### src/rtl/siaf_pkg.sv
// Package: shared constants, types and codes of the symmetry image atom finder.
`default_nettype none

package siaf_pkg;

    // Table size and fixed-point format
    localparam int ATOMS      = 256;
    localparam int FRAC_BITS  = 24;

    // Field widths
    localparam int COORD_W    = 28;
    localparam int FUNC_W     = 2;
    localparam int AIDX_W     = 8;
    localparam int ROT_W      = 18;
    localparam int CNT_REG_W  = 9;
    localparam int TOL_W      = 24;
    localparam int CFG_IDX_W  = 1;
    localparam int CFG_DATA_W = 24;

    // Derived widths
    localparam int IDX_W      = (ATOMS > 1) ? $clog2(ATOMS) : 1;
    localparam int CNT_W      = $clog2(ATOMS + 1);
    localparam int ARITH_W    = FRAC_BITS;

    localparam logic [TOL_W-1:0] TOL_RESET = TOL_W'(16777);

    typedef logic signed [COORD_W-1:0] t_coord;
    typedef logic signed [ARITH_W-1:0] t_arith;
    typedef logic [IDX_W-1:0]          t_addr;
    typedef logic [CNT_W-1:0]          t_cnt;

    typedef struct packed {
        t_coord x;
        t_coord y;
        t_coord z;
    } t_pos;

    typedef enum logic [FUNC_W-1:0] {
        FN_LOAD = 2'd0,
        FN_OP   = 2'd1,
        FN_ROT  = 2'd2,
        FN_NONE = 2'd3
    } t_func;

    typedef enum logic [CFG_IDX_W-1:0] {
        CFG_ATOM_COUNT = 1'b0,
        CFG_TOLERANCE  = 1'b1
    } t_cfg_idx;

    typedef enum logic [1:0] {
        RD_ATOM,
        RD_CENTER,
        RD_FIRST,
        RD_NEXT
    } t_rd_sel;

    typedef enum logic [2:0] {
        S_IDLE,
        S_ATOM,
        S_CENTER,
        S_IMAGE,
        S_SWEEP,
        S_DONE
    } t_state;

    // Controller -> datapath
    typedef struct packed {
        logic    load;
        logic    capture;
        t_rd_sel rd_sel;
        logic    latch_p;
        logic    form_image;
        logic    sweep_clr;
        logic    sweep_step;
        logic    set_hit;
        logic    set_miss;
        logic    out_load;
    } t_cmd;

    // Datapath -> controller
    typedef struct packed {
        t_func req_func;
        logic  in_range;
        logic  hit;
        logic  last;
        logic  out_free;
    } t_sts;

endpackage

`default_nettype wire

### src/rtl/siaf_ctrl.sv
// Controller: sequences position reads, image formation and the table sweep.
`default_nettype none

module siaf_ctrl import siaf_pkg::*; (
    input  wire logic i_clk,
    input  wire logic i_rst_n,
    input  wire logic i_req_valid,
    output logic      o_req_ready,
    input  wire t_sts i_sts,
    output t_cmd      o_cmd
);

    t_state r_state;
    t_state n_state;
    logic   is_query;

    assign is_query = (i_sts.req_func == FN_OP) || (i_sts.req_func == FN_ROT);

    always_ff @(posedge i_clk) begin
        if (!i_rst_n) begin
            r_state <= S_IDLE;
        end else begin
            r_state <= n_state;
        end
    end

    // next state
    always_comb begin
        n_state = r_state;
        case (r_state)
            S_IDLE: begin
                if (i_req_valid && is_query) n_state = S_ATOM;
            end
            S_ATOM: begin
                n_state = i_sts.in_range ? S_CENTER : S_DONE;
            end
            S_CENTER: n_state = S_IMAGE;
            S_IMAGE:  n_state = S_SWEEP;
            S_SWEEP: begin
                if (i_sts.hit || i_sts.last) n_state = S_DONE;
            end
            S_DONE: begin
                if (i_sts.out_free) n_state = S_IDLE;
            end
            default: n_state = S_IDLE;
        endcase
    end

    // outputs
    always_comb begin
        o_cmd       = '0;
        o_req_ready = 1'b0;
        case (r_state)
            S_IDLE: begin
                o_req_ready = 1'b1;
                if (i_req_valid) begin
                    o_cmd.load    = (i_sts.req_func == FN_LOAD);
                    o_cmd.capture = is_query;
                end
            end
            S_ATOM: begin
                if (i_sts.in_range) begin
                    o_cmd.rd_sel = RD_ATOM;
                end else begin
                    o_cmd.set_miss = 1'b1;
                end
            end
            S_CENTER: begin
                o_cmd.rd_sel  = RD_CENTER;
                o_cmd.latch_p = 1'b1;
            end
            S_IMAGE: begin
                o_cmd.form_image = 1'b1;
                o_cmd.rd_sel     = RD_FIRST;
                o_cmd.sweep_clr  = 1'b1;
            end
            S_SWEEP: begin
                if (i_sts.hit) begin
                    o_cmd.set_hit = 1'b1;
                end else if (i_sts.last) begin
                    o_cmd.set_miss = 1'b1;
                end else begin
                    o_cmd.sweep_step = 1'b1;
                    o_cmd.rd_sel     = RD_NEXT;
                end
            end
            S_DONE: begin
                o_cmd.out_load = i_sts.out_free;
            end
            default: begin
                o_cmd = '0;
            end
        endcase
    end

endmodule

`default_nettype wire

### config.mk
export PLATFORM = sky130hd
export DESIGN_NAME = siaf_ctrl
export DESIGN_NICKNAME = d
export VERILOG_FILES = /design/src/rtl/siaf_pkg.sv /design/src/rtl/siaf_ctrl.sv
export SDC_FILE = /design/constraint.sdc
export NUM_CORES = 1
export LEC_CHECK = 0
export ABC_CLOCK_PERIOD_IN_PS = 1900
export BUFFER_PORTS_ARGS = -buffer_cell sky130_fd_sc_hd__buf_4
export CORE_AREA = 2 2 39 41
export DETAILED_ROUTE_END_ITERATION = 6
export DIE_AREA = 0 0 41 43
export PLACE_DENSITY = 0.59
export SYNTH_ARGS = -nofsm -noshare
export SYNTH_HDL_FRONTEND = slang
export SYNTH_SLANG_ARGS = --single-unit
### constraint.sdc
create_clock -name i_clk -period 1.9 [get_ports i_clk]
set_clock_uncertainty 0.05 [all_clocks]
set_input_delay 0.38 -clock i_clk [delete_from_list [all_inputs] [get_ports i_clk]]
set_output_delay 0.38 -clock i_clk [all_outputs]
set_load 0.05 [all_outputs]
# Yosys cells after proc, flatten, opt, wreduce, memory -nomap -nowiden
# Cells that the tools add are included.
[totals]
inputBits = 9
out_inout_bits = 12
reg_bits = 3
wordCells = 39
[op_classes]
mux = 22
eq_ne = 10
n_reduce_logical = 6
[ops]
columns = ["cell", "count"]
rows = [
  ["3-bit one-hot mux with 6 select lines", 1],
  ["2-bit 2-to-1 mux", 6],
  ["3-bit 2-to-1 mux", 4],
  ["1-bit 2-to-1 mux", 9],
  ["3-bit by 2-bit == test with 1-bit output (second input constant)", 2],
  ["3-bit == test (second input constant)", 2],
  ["2-bit inequality test (second input constant)", 3],
  ["2-bit one-hot mux with 3 select lines", 1],
  ["3-bit by 1-bit == test with 1-bit output (second input constant)", 1],
  ["3-bit zero test", 1],
  ["3-bit AND reduction", 1],
  ["2-bit by 1-bit == test with 1-bit output (second input constant)", 1],
  ["2-bit == test (second input constant)", 1],
  ["2-bit zero test", 1],
  ["1-bit logical OR", 2],
  ["1-bit one-hot mux with 2 select lines", 1],
  ["1-bit logical AND", 1],
]

# Longest topological paths before layout
[logic_depth]
depth_word = 5
mapped_depth = 4
mapped_depth_nobuf = 4

# Worst setup path after synthesis
# OpenSTA, ideal clock, no wires.
[synth_timing]
path_type = "register to output"
startpoint = "register r_state[0]"
endpoint = "output o_cmd[10] (netlist bit)"
required_time_ps = 1470
n_path_buf = 1
path_slack_ps = -794
path_stages_with_launch = 4
arrival_ps = 2264
path_cell_list = "dfxtp_1 > buf_2 > nor3_1 > and3_1"
[synth_rtl]
columns = ["element", "line_no", "text"]
rows = [
  ["start, declared", "siaf_ctrl.sv:13", "t_state r_state;"],
  ["start signal, assigned", "siaf_ctrl.sv:23", "r_state <= n_state;"],
  ["end, declared", "siaf_ctrl.sv:10", "output t_cmd o_cmd"],
]

==> impl_metrics.ini <==
[setup_path]
critical-path-top-delay-family = simple AND/OR/NAND/NOR gates
cp-end-kind = output pin
cp.buffers_inverters = 1
ff2ff_setup_slack_ns = 0.67
cp-start-kind = flop
crit_chain = or3b_4 -> nor3_4 -> or2_4 -> buf_8
worst-path-max-fanout = 4
cp_slowest_cell = or3b_4
critPathKind = flop to output pin
critical_path_arrival_ns = 1.41
crit_path_max_incr_delay_ns = 0.40
crit_required_ns = 1.47

[floorplan]
fp.dieArea_mm2 = 0.001763
initial_core_util_pct = 20.43
rows = 14
core_mm2 = 0.001384
die_w_um = 41
ios = 21
die_y_um = 43

[logic_synthesis]
ys_warn_count = 0
yosysTopAreaCell = dfxtp_1
synth.ff_latch_count = 3
synth_top_area_share_pct = 21.24
synthesis.instances = 39
ys_seq_area_share_pct = 21.24
avgSynthCellArea_um2 = 7.251
synth_area_leaders = dfxtp_1 (21%), and3_1 (8.8%), inv_1 (6.6%)
synth_cell_types = 21
syn-cell-area_um2 = 282.8
synthesis.nets = 49

[global_route]
grt_usage_pct = 11.47
grt_use_met1_pct = 13.92
grt-busiest-layer = met2
gr-total-overflow = 0
grt_pass1_wl_um = 1311
antenna_found_initial = 0
grt_max_degree = 11
use_met2_pct = 15.31
grt_pass1_vias = 336
grt.met3_usage_pct = 6.806

[min_path]
hold_path_class = input port to flop

[drt]
postRouteAntennaNets = 0
num_vias = 350
vias_per_cell = 4.375
drc_errors = 0
drt-initial-drc-count = 4
wl_per_cell_um = 9.713
dr.pass1.iters = 4
wl_um = 777

[place]
hpwl_um = 608.1
dp.cells = 75
pre_cts_ws_ns = 0.2034
port_buffers = 20
gp_congestion = 0.8030

[clock_tree]
ctsHoldBuffers = 0
cts.sinks = 3
clockBufferDepth = 2
insertion_delay_ns = 0.24
cts_buffers = 3
clk_pin_slew_ns = 0.04
htreeDepth = 1
cts_tree = yes
cts_root_buf = clkbuf_4

[sta]
hold_viol_final = 0
rsz0062_at_grt = yes
post-route-min-period_ns = 1.845
setup_viol = 0
slew_violations = 0
fmax_ghz = 0.5420
period_share_pct = 97.10
worst_pin_slew_ns = 0.2639
max_slew_margin_pct = 82.22
setup_tns_ns = 0
worst_slack_ns = 0.05506

[cells_and_area]
finalNetCount = 75
utilization_pct = 38.34
regArea_um2 = 61.31
drive_above_1_share_pct = 54.69
regMostFlops = r_state
num_antenna_cells = 0
area_delta_synth_final_pct = 87.61
multiInputGateArea_um2 = 209.0
fin_cells = 80
reg.largest.list = r_state (3)
fill_cells = 143
largest_reg_flops = 3

[run]
drv_cap = 0

[power_and_ir_drop]
power_density_mw_per_mm2 = 843.5
p_leak_nw = 0.2794
finalPower_w = 0.0004475
ir_drop_mv = 0.4806

[status]
status = finished, final reports clean
[per-stage QoR]
stage,hold WS [ns],instance area [um^2]
2_1_floorplan,0.4796,315.3
3_3_place_gp,0.5773,481.7
3_5_place_dp,0.5780,481.7
4_1_cts,0.3380,523.0
5_1_grt,0.3484,530.5
6_report,0.3409,530.5
[layout by cell type, fill, tap and decap left out]
| cell type | n |
|---|---|
| a21boi_0 | 1 |
| a21oi_1 | 3 |
| and2b_1 | 1 |
| and3_1 | 3 |
| and3_2 | 1 |
| buf_4 | 22 |
| buf_8 | 2 |
| clkbuf_1 | 1 |
| clkbuf_4 | 3 |
| dfxtp_1 | 2 |
| dfxtp_2 | 1 |
| ha_1 | 1 |
| inv_1 | 5 |
| mux2i_1 | 1 |
| nand2_1 | 1 |
| nand2b_1 | 1 |
| nor2_1 | 4 |
| nor3_1 | 1 |
| nor3_2 | 1 |
| nor3_4 | 2 |
| nor4b_1 | 1 |
| nor4bb_1 | 1 |
| o21ai_0 | 2 |
| or2_4 | 2 |
| or3b_4 | 1 |
[power breakdown]
part           switching (W)  internal [W]  leakage [nW]
clock              0.0000355     0.0000789        0.0150
combinational       0.000156     0.0000997         0.239
sequential        0.00000446     0.0000731        0.0251
total               0.000196      0.000252         0.279
[cells in the mapped netlist (all sizes together)]
library cell  count
a21boi            1
a21oi             3
and2b             1
and3              4
buf               2
clkbuf            1
dfxtp             3
ha                1
inv               5
mux2i             1
nand2             1
nand2b            1
nor2              4
nor3              4
nor4b             1
nor4bb            1
o21ai             2
or2               2
or3b              1
[repair_timing]
action | CTS | global route
setup buffers | 1 | 0
resized for setup | 2 | 2
pin swaps | 1 | 1
hold endpoints to repair | 0 | 0
endpoints found under the setup margin | 2 | 3
[worst register-to-register path: stages, from the launching register on]
cell and delay, ns:
dfxtp_1 0.30, or3b_4 0.41, nor3_4 0.18, buf_4 0.14
nor4b_1 0.04
[kinds of logic after synthesis]
family / after synthesis / synth area share [%]
AND/OR/NAND/NOR: 20 / 46.46
buffers and inverters: 8 / 12.83
AO/OA/AOI/OAI: 6 / 11.50
flip-flops: 3 / 21.24
multiplexers: 1 / 3.540
adder cells (fa/ha/maj): 1 / 4.424
[layout make-up]
class                   count  share of cell area (%)
clock buffers               4                   4.953
inverters                   5                   3.538
multi-input cells          28                   39.39
flip-flops and latches      3                   11.56
well taps                  16                   3.774
repair buffers             24                   36.79
[path summary, 6_finish.rpt]
kind               from          to  cells past startpoint
max          r_state[0]    o_cmd[7]                      4
max reg2reg  r_state[0]  r_state[0]                      4
min             i_rst_n  r_state[1]                      2
min reg2reg  r_state[2]  r_state[2]                      3
[layer usage]
metal  wire [um]  share of wire (%)
met3          80                 10
met2         349                 45
met5           0                  0
met1         333                 43
met4          14                1.8
Power figures use the tool's default switching activity.
